$ cat src/rtl/pidis_pkg.sv
// Package for the PID step with integral separation.
// Holds field widths, register indexes, limits and the gain struct.
// Used by pidis_cfg, pidis_datapath and pid_integral_separation.
package pidis_pkg;

  localparam int unsigned SampleW = 16;
  localparam int unsigned GainW   = 16;
  localparam int unsigned ErrW    = SampleW + 1;
  localparam int unsigned IntegW  = 24;
  localparam int unsigned DriveW  = 32;
  localparam int unsigned ProdPW  = GainW + ErrW;
  localparam int unsigned ProdIW  = GainW + IntegW;
  localparam int unsigned AccW    = ProdIW + 2;
  localparam int unsigned FracW   = 8;
  localparam int unsigned ShW     = AccW - FracW;

  localparam int unsigned ApbAddrW = 4;
  localparam int unsigned ApbDataW = 32;

  localparam logic [1:0] RegGainProp  = 2'd0;
  localparam logic [1:0] RegGainInteg = 2'd1;
  localparam logic [1:0] RegGainDeriv = 2'd2;
  localparam logic [1:0] RegSepLimit  = 2'd3;

  localparam logic signed [IntegW-1:0] IntegMax = {1'b0, {(IntegW-1){1'b1}}};
  localparam logic signed [IntegW-1:0] IntegMin = {1'b1, {(IntegW-1){1'b0}}};
  localparam logic signed [DriveW-1:0] DriveMax = {1'b0, {(DriveW-1){1'b1}}};
  localparam logic signed [DriveW-1:0] DriveMin = {1'b1, {(DriveW-1){1'b0}}};

  typedef struct packed {
    logic signed [GainW-1:0]   gain_prop;
    logic signed [GainW-1:0]   gain_integ;
    logic signed [GainW-1:0]   gain_deriv;
    logic        [SampleW-1:0] separation_limit;
  } gains_t;

endpackage

$ cat src/rtl/pidis_cfg.sv
// APB register file for the PID gains and the separation limit.
// Depends on pidis_pkg for the register indexes and the gains_t struct.
module pidis_cfg (
  input  logic                           clk_i,
  input  logic                           rst_ni,
  input  logic                           psel,
  input  logic                           penable,
  input  logic                           pwrite,
  input  logic [pidis_pkg::ApbAddrW-1:0] paddr,
  input  logic [pidis_pkg::ApbDataW-1:0] pwdata,
  output logic [pidis_pkg::ApbDataW-1:0] prdata,
  output logic                           pready,
  output pidis_pkg::gains_t              gains_o
);

  pidis_pkg::gains_t gains_q, gains_d;
  logic              wr_en;
  logic [1:0]        reg_idx;

  assign pready  = 1'b1;
  assign wr_en   = psel & penable & pwrite;
  assign reg_idx = paddr[3:2];
  assign gains_o = gains_q;

  always_comb begin
    gains_d = gains_q;
    if (wr_en) begin
      case (reg_idx)
        pidis_pkg::RegGainProp:  gains_d.gain_prop        = pwdata[15:0];
        pidis_pkg::RegGainInteg: gains_d.gain_integ       = pwdata[15:0];
        pidis_pkg::RegGainDeriv: gains_d.gain_deriv       = pwdata[15:0];
        pidis_pkg::RegSepLimit:  gains_d.separation_limit = pwdata[15:0];
        default: gains_d = gains_q;
      endcase
    end
  end

  always_comb begin
    case (reg_idx)
      pidis_pkg::RegGainProp:  prdata = {16'h0, gains_q.gain_prop};
      pidis_pkg::RegGainInteg: prdata = {16'h0, gains_q.gain_integ};
      pidis_pkg::RegGainDeriv: prdata = {16'h0, gains_q.gain_deriv};
      pidis_pkg::RegSepLimit:  prdata = {16'h0, gains_q.separation_limit};
      default: prdata = '0;
    endcase
  end

  always_ff @(posedge clk_i or negedge rst_ni) begin
    if (!rst_ni) begin
      gains_q <= '0;
    end else begin
      gains_q <= gains_d;
    end
  end

endmodule

$ cat src/rtl/pidis_datapath.sv
// Four-stage PID datapath: input word, error and integral, products, drive.
// Depends on pidis_pkg; gains come from pidis_cfg.
module pidis_datapath (
  input  logic                                 clk_i,
  input  logic                                 rst_ni,
  input  pidis_pkg::gains_t                    gains_i,
  input  logic                                 in_valid_i,
  output logic                                 in_ready_o,
  input  logic signed [pidis_pkg::SampleW-1:0] target_value_i,
  input  logic signed [pidis_pkg::SampleW-1:0] sensed_value_i,
  output logic                                 out_valid_o,
  input  logic                                 out_ready_i,
  output logic signed [pidis_pkg::DriveW-1:0]  drive_value_o,
  output logic                                 drive_clipped_o
);

  logic v0_q, v1_q, v2_q, v3_q;
  logic rdy0, rdy1, rdy2, rdy3;
  logic adv0, adv1, adv2;

  logic signed [pidis_pkg::SampleW-1:0] target_q, sensed_q;
  logic signed [pidis_pkg::SampleW-1:0] prior_q, prior_d;
  logic signed [pidis_pkg::IntegW-1:0]  integ_state_q, integ_state_d;

  logic signed [pidis_pkg::ErrW-1:0]    err;
  logic        [pidis_pkg::ErrW-1:0]    mag;
  logic signed [pidis_pkg::ErrW-1:0]    deriv;
  logic signed [pidis_pkg::IntegW:0]    integ_sum;
  logic                                 separate;

  logic signed [pidis_pkg::ErrW-1:0]    err_q, deriv_q;
  logic signed [pidis_pkg::IntegW-1:0]  integ_q;

  logic signed [pidis_pkg::ProdPW-1:0]  prod_p_q, prod_d_q;
  logic signed [pidis_pkg::ProdIW-1:0]  prod_i_q;

  logic signed [pidis_pkg::AccW-1:0]    acc;
  logic signed [pidis_pkg::ShW-1:0]     shifted;
  logic signed [pidis_pkg::DriveW-1:0]  drive_d, drive_q;
  logic                                 clip_d, clip_q;

  assign rdy3 = !v3_q || out_ready_i;
  assign rdy2 = !v2_q || rdy3;
  assign rdy1 = !v1_q || rdy2;
  assign rdy0 = !v0_q || rdy1;
  assign adv0 = v0_q && rdy1;
  assign adv1 = v1_q && rdy2;
  assign adv2 = v2_q && rdy3;

  assign in_ready_o      = rdy0;
  assign out_valid_o     = v3_q;
  assign drive_value_o   = drive_q;
  assign drive_clipped_o = clip_q;

  // error, derivative on measurement, separated integral
  always_comb begin
    err       = pidis_pkg::ErrW'(target_q) - pidis_pkg::ErrW'(sensed_q);
    mag       = err[pidis_pkg::ErrW-1] ? -err : err;
    deriv     = pidis_pkg::ErrW'(sensed_q) - pidis_pkg::ErrW'(prior_q);
    separate  = mag > {1'b0, gains_i.separation_limit};
    integ_sum = (pidis_pkg::IntegW+1)'(integ_state_q) + (pidis_pkg::IntegW+1)'(err);
    if (separate) begin
      integ_state_d = '0;
    end else if (integ_sum > (pidis_pkg::IntegW+1)'(pidis_pkg::IntegMax)) begin
      integ_state_d = pidis_pkg::IntegMax;
    end else if (integ_sum < (pidis_pkg::IntegW+1)'(pidis_pkg::IntegMin)) begin
      integ_state_d = pidis_pkg::IntegMin;
    end else begin
      integ_state_d = integ_sum[pidis_pkg::IntegW-1:0];
    end
    prior_d = sensed_q;
  end

  // sum of terms, floor shift, clamp to drive width
  always_comb begin
    acc     = pidis_pkg::AccW'(prod_p_q) + pidis_pkg::AccW'(prod_i_q)
            - pidis_pkg::AccW'(prod_d_q);
    shifted = acc[pidis_pkg::AccW-1:pidis_pkg::FracW];
    clip_d  = 1'b0;
    drive_d = shifted[pidis_pkg::DriveW-1:0];
    if (shifted > pidis_pkg::ShW'(pidis_pkg::DriveMax)) begin
      drive_d = pidis_pkg::DriveMax;
      clip_d  = 1'b1;
    end else if (shifted < pidis_pkg::ShW'(pidis_pkg::DriveMin)) begin
      drive_d = pidis_pkg::DriveMin;
      clip_d  = 1'b1;
    end
  end

  always_ff @(posedge clk_i or negedge rst_ni) begin
    if (!rst_ni) begin
      v0_q          <= 1'b0;
      v1_q          <= 1'b0;
      v2_q          <= 1'b0;
      v3_q          <= 1'b0;
      prior_q       <= '0;
      integ_state_q <= '0;
    end else begin
      if (rdy0) v0_q <= in_valid_i;
      if (rdy1) v1_q <= v0_q;
      if (rdy2) v2_q <= v1_q;
      if (rdy3) v3_q <= v2_q;
      if (adv0) begin
        prior_q       <= prior_d;
        integ_state_q <= integ_state_d;
      end
    end
  end

  always_ff @(posedge clk_i) begin
    if (rdy0 && in_valid_i) begin
      target_q <= target_value_i;
      sensed_q <= sensed_value_i;
    end
    if (adv0) begin
      err_q   <= err;
      deriv_q <= deriv;
      integ_q <= integ_state_d;
    end
    if (adv1) begin
      prod_p_q <= gains_i.gain_prop * err_q;
      prod_i_q <= gains_i.gain_integ * integ_q;
      prod_d_q <= gains_i.gain_deriv * deriv_q;
    end
    if (adv2) begin
      drive_q <= drive_d;
      clip_q  <= clip_d;
    end
  end

`ifndef ASSERT_OFF
  a_clip_at_bound: assert property (@(posedge clk_i) disable iff (!rst_ni)
    (v3_q && clip_q) |-> (drive_q == pidis_pkg::DriveMax || drive_q == pidis_pkg::DriveMin))
    else $error("clipped drive not at a bound");

  a_separate_clears: assert property (@(posedge clk_i) disable iff (!rst_ni)
    (adv0 && separate) |=> (integ_state_q == '0))
    else $error("integral not cleared on large error");

  a_prior_tracks: assert property (@(posedge clk_i) disable iff (!rst_ni)
    adv0 |=> (prior_q == $past(sensed_q)))
    else $error("previous measurement not updated");

  a_state_holds: assert property (@(posedge clk_i) disable iff (!rst_ni)
    !adv0 |=> ($stable(prior_q) && $stable(integ_state_q)))
    else $error("state moved without an item");
`endif

endmodule

$ cat src/rtl/pid_integral_separation.sv
// Top level of the positional PID step with integral separation.
// Depends on pidis_pkg, pidis_cfg and pidis_datapath.
//
// Each input word carries a setpoint and a measurement. One result word with the
// saturated drive and a clip flag is presented for each input word, which passes
// through a four-register pipeline (input, error/integral, three products, drive).
// A new word is accepted every cycle as long as results are taken; the integral
// and the previous measurement update as a word moves into the second stage, one word
// per cycle. Gains and the separation limit must be written over APB only while the
// block is idle; the block itself does not enforce this.
module pid_integral_separation (
  input  logic                           clk_i,
  input  logic                           rst_ni,
  input  logic                           psel,
  input  logic                           penable,
  input  logic                           pwrite,
  input  logic [pidis_pkg::ApbAddrW-1:0] paddr,
  input  logic [pidis_pkg::ApbDataW-1:0] pwdata,
  output logic [pidis_pkg::ApbDataW-1:0] prdata,
  output logic                           pready,
  input  logic                           s_axis_tvalid,
  output logic                           s_axis_tready,
  input  logic [31:0]                    s_axis_tdata,  // target_value, sensed_value
  output logic                           m_axis_tvalid,
  input  logic                           m_axis_tready,
  output logic [31:0]                    m_axis_tdata,  // drive_value
  output logic                           m_axis_tuser   // drive_clipped
);

  pidis_pkg::gains_t gains;

  pidis_cfg u_cfg (
    .clk_i   (clk_i),
    .rst_ni  (rst_ni),
    .psel    (psel),
    .penable (penable),
    .pwrite  (pwrite),
    .paddr   (paddr),
    .pwdata  (pwdata),
    .prdata  (prdata),
    .pready  (pready),
    .gains_o (gains)
  );

  pidis_datapath u_datapath (
    .clk_i           (clk_i),
    .rst_ni          (rst_ni),
    .gains_i         (gains),
    .in_valid_i      (s_axis_tvalid),
    .in_ready_o      (s_axis_tready),
    .target_value_i  (s_axis_tdata[15:0]),
    .sensed_value_i  (s_axis_tdata[31:16]),
    .out_valid_o     (m_axis_tvalid),
    .out_ready_i     (m_axis_tready),
    .drive_value_o   (m_axis_tdata),
    .drive_clipped_o (m_axis_tuser)
  );

endmodule

$ cat config.mk
export PLATFORM = sky130hd
export DESIGN_NAME = pid_integral_separation
export DESIGN_NICKNAME = d
export VERILOG_FILES = /design/src/rtl/pidis_pkg.sv /design/src/rtl/pidis_cfg.sv /design/src/rtl/pidis_datapath.sv /design/src/rtl/pid_integral_separation.sv
export SDC_FILE = /design/constraint.sdc
export NUM_CORES = 2
export LEC_CHECK = 0
export BUFFER_PORTS_ARGS = -buffer_cell sky130_fd_sc_hd__buf_2
export CAP_MARGIN = 20
export CORE_ASPECT_RATIO = 1.4
export CORE_MARGIN = 2
export CORE_UTILIZATION = 40
export DETAILED_ROUTE_END_ITERATION = 10
export PLACE_DENSITY_LB_ADDON = 0.3
export SETUP_SLACK_MARGIN = 0.5
export SYNTH_ARGS = -nofsm -noshare
export SYNTH_HDL_FRONTEND = slang
export SYNTH_SLANG_ARGS = --single-unit
$ cat constraint.sdc
create_clock -name clk_i -period 7.6 [get_ports clk_i]
set_input_delay 0.76 -clock clk_i [delete_from_list [all_inputs] [get_ports clk_i]]
set_output_delay 0.76 -clock clk_i [all_outputs]
set_load 0.005 [all_outputs]
# [After elaboration in Yosys (flattened, before gate mapping)]
# Index checks and enable logic that the tools add are counted.
[word_totals] latchBits=0 romBits=0 out_inout_bits=68 inputBits=75 elab_cells=63 ramBits=0 ff_bits=337 memories=0
[op_classes] div_mod_pow=0 n_addsub=6 mux=7 n_eq_ne=3 bitwise=2 shifts=0 mul=3 n_reduce_logical=17 n_lt_le_gt_ge=5
[op_table] cell="$pmux 32 s4" count=1
[op_table] cell="$mux 24" count=3
[op_table] cell="$mul 16x17->33" count=2
[op_table] cell="$sub 41x33->42" count=1
[op_table] cell="$add 33x40->41" count=1
[op_table] cell="$mul 16x24->40" count=1
[op_table] cell="$gt 34x32->1 const B" count=1
[op_table] cell="$lt 34x32->1 const B" count=1
[op_table] cell="$sub 16x16->17" count=2
[op_table] cell="$mux 32" count=1
[op_table] cell="$add 24x17->25" count=1
[op_table] cell="$gt 25x24->1 const B" count=1
[op_table] cell="$lt 25x24->1 const B" count=1
[op_table] cell="$gt 17x16->1" count=1
[op_table] cell="$mux 17" count=1
[op_table] cell="$neg 17->17" count=1
[op_table] cell="$reduce_and 2->1" count=4
[op_table] cell="$eq 2x2->1 const B" count=2
[op_table] cell="$logic_and 1x1->1" count=4
[op_table] cell="$logic_not 1->1" count=4
[op_table] cell="$logic_or 1x1->1" count=4
[op_table] cell="$and 1x1->1" count=2
[op_table] cell="$eq 2x1->1 const B" count=1
[op_table] cell="$logic_not 2->1" count=1
[op_table] cell="$mux 1" count=1

# [Longest topological paths before layout]
[depth] depth_word=6 depth_mapped=26 ltp_nobuf=24

# [Hierarchy]
# Synthesis repeated with hierarchy kept, for this count alone.
[unflattened] hier_cells=5401 hier_area_um2=52645.5
[by_module_without_submodules] mod="pidis_datapath" instances=1 area_per_inst_um2=49640.1 cells_per_inst=5221 seq_area_each_um2=7977.7
[by_module_without_submodules] mod="pidis_cfg" instances=1 area_per_inst_um2=3005.4 cells_per_inst=180 seq_area_each_um2=1601.5

# [Worst setup path after synthesis]
# OpenSTA, ideal clock, no wires.
[synth_timing] kind="flip-flop to flip-flop" from="register u_cfg.gains_q, in the netlist u_cfg.gains_o[39]" to="register u_datapath.prod_i_q[39] (netlist bit), data pin" period_less_slack_ns=6.587 arrival_time_ns=6.327 path_buffers=3 setup_slack_ns=1.013 stages_incl_launch_ff=27 setup_ns=0.260 t_required_ns=7.340 path_cell_list="dfrtp_1 clkbuf_1 clkbuf_1 nand2_1 fa_1 inv_1 fa_1 inv_1 fa_1 inv_1 fa_1 fa_1 inv_1 fa_1 inv_1 ha_1 clkbuf_1 nand4_1 a2111oi_0 a221oi_1 a21oi_1 o221a_2 a21o_1 o41ai_1 o21bai_1 a21oi_1 xnor2_1"
[synth_via] elab_chain_len=1
[synth_lines] element="from (decl)" line_no="pidis_cfg.sv:16" source="pidis_pkg::gains_t gains_q, gains_d;"
[synth_lines] element="from (signal assigned)" line_no="pidis_cfg.sv:52" source="gains_q <= gains_d;"
[synth_lines] element="$mul 16x24->40" line_no="pidis_datapath.sv:122" source="prod_i_q <= gains_i.gain_integ * integ_q;"
[synth_lines] element="to (signal assigned)" line_no="pidis_datapath.sv:122"
[synth_lines] element="to (decl)" line_no="pidis_datapath.sv:35" source="logic signed [pidis_pkg::ProdIW-1:0] prod_i_q;"
# Every way passes these cells.
# A chain may end at the register's enable or synchronous reset.

# [Worst setup path after layout]
[layout_timing] from="register u_cfg.gains_q, in the netlist u_cfg.gains_o[36]" to="register u_datapath.prod_i_q[38] (netlist bit), data pin"
# The elaborated chain is that of the path after synthesis.

==> run summary <==
====================================================================================================
Result of the run                                                                          completed
TritonCTS clock tree                                                                             yes
Synthesis-to-layout area growth                                                                9.10%
Clock buffer depth                                                                                 3
Average detailed-routed wire length per instance                                             19.0 µm
Cell depth of the worst flop-to-flop path                                                         23
Number of nets in the finished design                                                           6968
Type of the setup path with the least slack                                             flop to flop
Die span in y                                                                                 433 µm
Weighted congestion reported at the end of routability-driven placement                        0.901
CTS buffer count                                                                                  38
Most frequent standard cell in the layout excluding fill and tap cells                         inv_1
Synthesized instance count                                                                      5413
Routed Antenna Nets                                                                                0
Vias/cell                                                                                       5.04
Top routing layer in use                                                                        met5
Number of DRC markers after the initial detailed-route iteration                                1968
First-pass iteration count of the detailed router                                                  8
Setup-violating endpoint count in the final report                                                 0
Sequential cell area fraction in the yosys report                                              18.2%
Number of port buffers                                                                           107
Startpoint class of the critical path                                                           flop
Combined area of all synthesized cells                                                     52600 µm²
First-pass GRT wire length                                                                 219000 µm
Die X-Extent                                                                                  310 µm
Distinct cell type count after synthesis                                                          86
CORE AREA                                                                                 131000 µm²
Max Clock Freq                                                                             0.145 GHz
Initial antenna violation count                                                                    8
Metal-1 WL                                                                                  52700 µm
Fraction of final layout cells with drive strength greater than 1                              8.70%
Floorplan die area                                                                        134000 µm²
Final worst path period share                                                                  90.4%
Clock-pin slew reported for the worst setup and hold paths after clock tree synthesis        0.06 ns
Max-cap check violation count                                                                      0
Post-synth EDFFs                                                                                 229
Post-detailed-route DRC marker count                                                               0
Worst clock skew                                                                           0.0516 ns
Total global routing overflow                                                                      0
Number of global-route vias before repair                                                      39700
Fraction of registers with async set or reset after synthesis                                  32.0%
Final TNS setup                                                                                 0 ns
Worst hold path class                                                                   input port to async pin
Flip-flop and latch count after synthesis                                                        337
Via count                                                                                      37000
Initial Utilization                                                                            40.2%
Synth Warn #                                                                                       0
Worst slew margin relative to its limit                                                        27.2%
Top-level port count                                                                             143
Total wirelength of the detailed-routed design                                             139000 µm
Final Hold Viols                                                                                   0
Top FF cell, synth                                                                          edfxtp_1
Top cell type's share of synthesized area                                                      36.9%
Pin count of the biggest net entering global routing                                              62
Worst-Margin Slew                                                                            1.09 ns
Required time reported for the critical path endpoint                                        7.97 ns
Largest cells by area after synthesis                                                   fa_1 (37%), edfxtp_1 (13%), inv_1 (9.3%)
Routed length on met2                                                                       73700 µm
Largest area contributor in the synthesized netlist                                             fa_1
Post-layout minimum cycle time                                                               6.87 ns
Max Fanout on Critical Path                                                                       12
Buffer cell driving the clock tree root                                                    clkbuf_16
Worst-skew pair later-pin latency                                                            0.63 ns
Unrepaired setup endpoints after global routing                                                 true
Most frequent cells in the layout                                                       inv_1 (1296), fa_1 (967), nand2_1 (655), ha_1 (380), and2_1 (347)
CTS H-tree lvls                                                                                    2
Rows                                                                                             157
Length of routed met3 wiring                                                                 6310 µm
Type of destination of the critical path                                                        flop
Global-route usage over all layers                                                             21.2%
CTS sink cnt                                                                                     337
Synthesized area per cell                                                                   9.71 µm²
Worst Path Arrival                                                                           7.25 ns
Final-report max-slew violation count                                                              0
Detail Placement HPWL                                                                      116000 µm
Fill count                                                                                     12600
====================================================================================================
## path summary, 6_finish.rpt
kind / end / slack [ns] / start
worst max-delay path: u_datapath.prod_i_q[38] / 0.73 / u_cfg.gains_o[36]
worst min register to register: u_datapath.integ_state_q[8] / 0.49 / u_datapath.integ_state_q[8]
worst max register to register: u_datapath.prod_i_q[38] / 0.73 / u_cfg.gains_o[36]
max in group asynchronous: u_cfg.gains_o[17] / 6.04 / rst_ni
worst min-delay path: u_datapath.prior_q[13] / 0.20 / rst_ni
min in group clk_i: u_datapath.prior_d[13] / 0.32 / s_axis_tdata[29]
## routing by layer
layer	GRT usage [%]	up-vias
met2	39.1	937
met5	0	-
met3	1.92	312
met4	8.69	4
met1	25.1	18900
li1	-	16800
## final cells by class
cell class                      instances  area (µm²)  share of cell area, %
Sequential cell                       337        9610                   16.8
Timing Repair Buffer                  278        1980                   3.46
Clock inverter                         24         290                  0.506
Inverter                             1298        4880                   8.50
Clock buffer                           46         991                   1.73
Tap cell                             1749        2190                   3.82
Antenna cell                            5        12.5                 0.0218
Multi-Input combinational cell       3592       37400                   65.2
## cell usage after synthesis (all sizes together) (12+ instances only)
master and n:
o211ai 20, mux2 63, xor2 47, nand2 656, and3 12, a211oi 21, edfxtp 229, o21bai 20
and2 348, o21ai 156, xnor2 150, ha 380, nand2b 41, nor3 41, inv 1298, buf 25
a31oi 16, o21a 32, clkbuf 175, nor2b 38, a21o 70, a22o 12, dfrtp 108, nor2 150
fa 968, a21oi 141, mux4 16, o31ai 17, nand3 36
## logic make-up after synthesis
kind of cell | after synthesis | share of synthesized area (%)
fa+ha+maj | 1348 | 45.9
xor+xnor | 197 | 3.31
compound gates | 583 | 7.17
other cells | 2 | 0.0143
mux | 80 | 2.05
flops | 337 | 18.2
simple gates | 1367 | 12.4
buf+inv | 1499 | 10.9
## registers in the layout, summed over array words and instances, names as in the netlist
register                    count
u_datapath.drive_clipped_o      1
u_datapath.v2_q                 1
u_datapath.out_valid_o          1
u_datapath.prod_i_q            40
u_datapath.drive_value_o       32
u_datapath.deriv_q             17
u_datapath.prior_q             16
u_datapath.v1_q                 1
u_datapath.v0_q                 1
u_datapath.integ_q             24
u_datapath.integ_state_q       24
u_datapath.prod_d_q            33
u_datapath.target_q            16
u_datapath.err_q               17
u_datapath.prod_p_q            33
u_cfg.gains_o                  64
u_datapath.prior_d             16
## worst max-delay path, cell delays in order (launching register included)
cell and delay [ns]:
dfrtp_1 0.49, buf_4 0.24, and2_1 0.16, fa_1 0.53, inv_1 0.05, fa_1 0.47
fa_1 0.53, inv_1 0.06, fa_1 0.49, fa_1 0.49, inv_1 0.06, fa_1 0.49
inv_1 0.04, ha_1 0.36, nand4_1 0.21, a2111o_1 0.38, a31oi_4 0.24, o41ai_2 0.14
nor2_2 0.26, o211a_1 0.25, nor2_1 0.07, o21ai_0 0.25, nor4b_1 0.10, a211o_1 0.27
## per-stage QoR
stage	setup WS, ns	hold WS [ns]	utilization, %	cell area (µm²)	std cells
final	0.726	0.200	43.9	57400	7329
after global routing	0.419	0.289	43.9	57300	7325
after CTS	0.507	0.237	43.5	56800	7281
after detailed placement	0.352	0.477	42.4	55400	7205
after global placement	0.404	0.471	42.4	55400	7205
after floorplan	1.01	0.450	-	52600	5428
## repair_timing
item | CTS | global route
gates resized for setup | 4 | 32
endpoints found under the setup margin | 3 | 15
endpoints found under the hold margin | 0 | 0
hold buffers | 0 | 0
pin swaps | 1 | 3
setup buffers | 6 | 43
gates cloned | 0 | 0
Power is left out: the tool's default activity adds up to more than one toggle a clock period on the data nets, which glitch-free logic cannot reach.
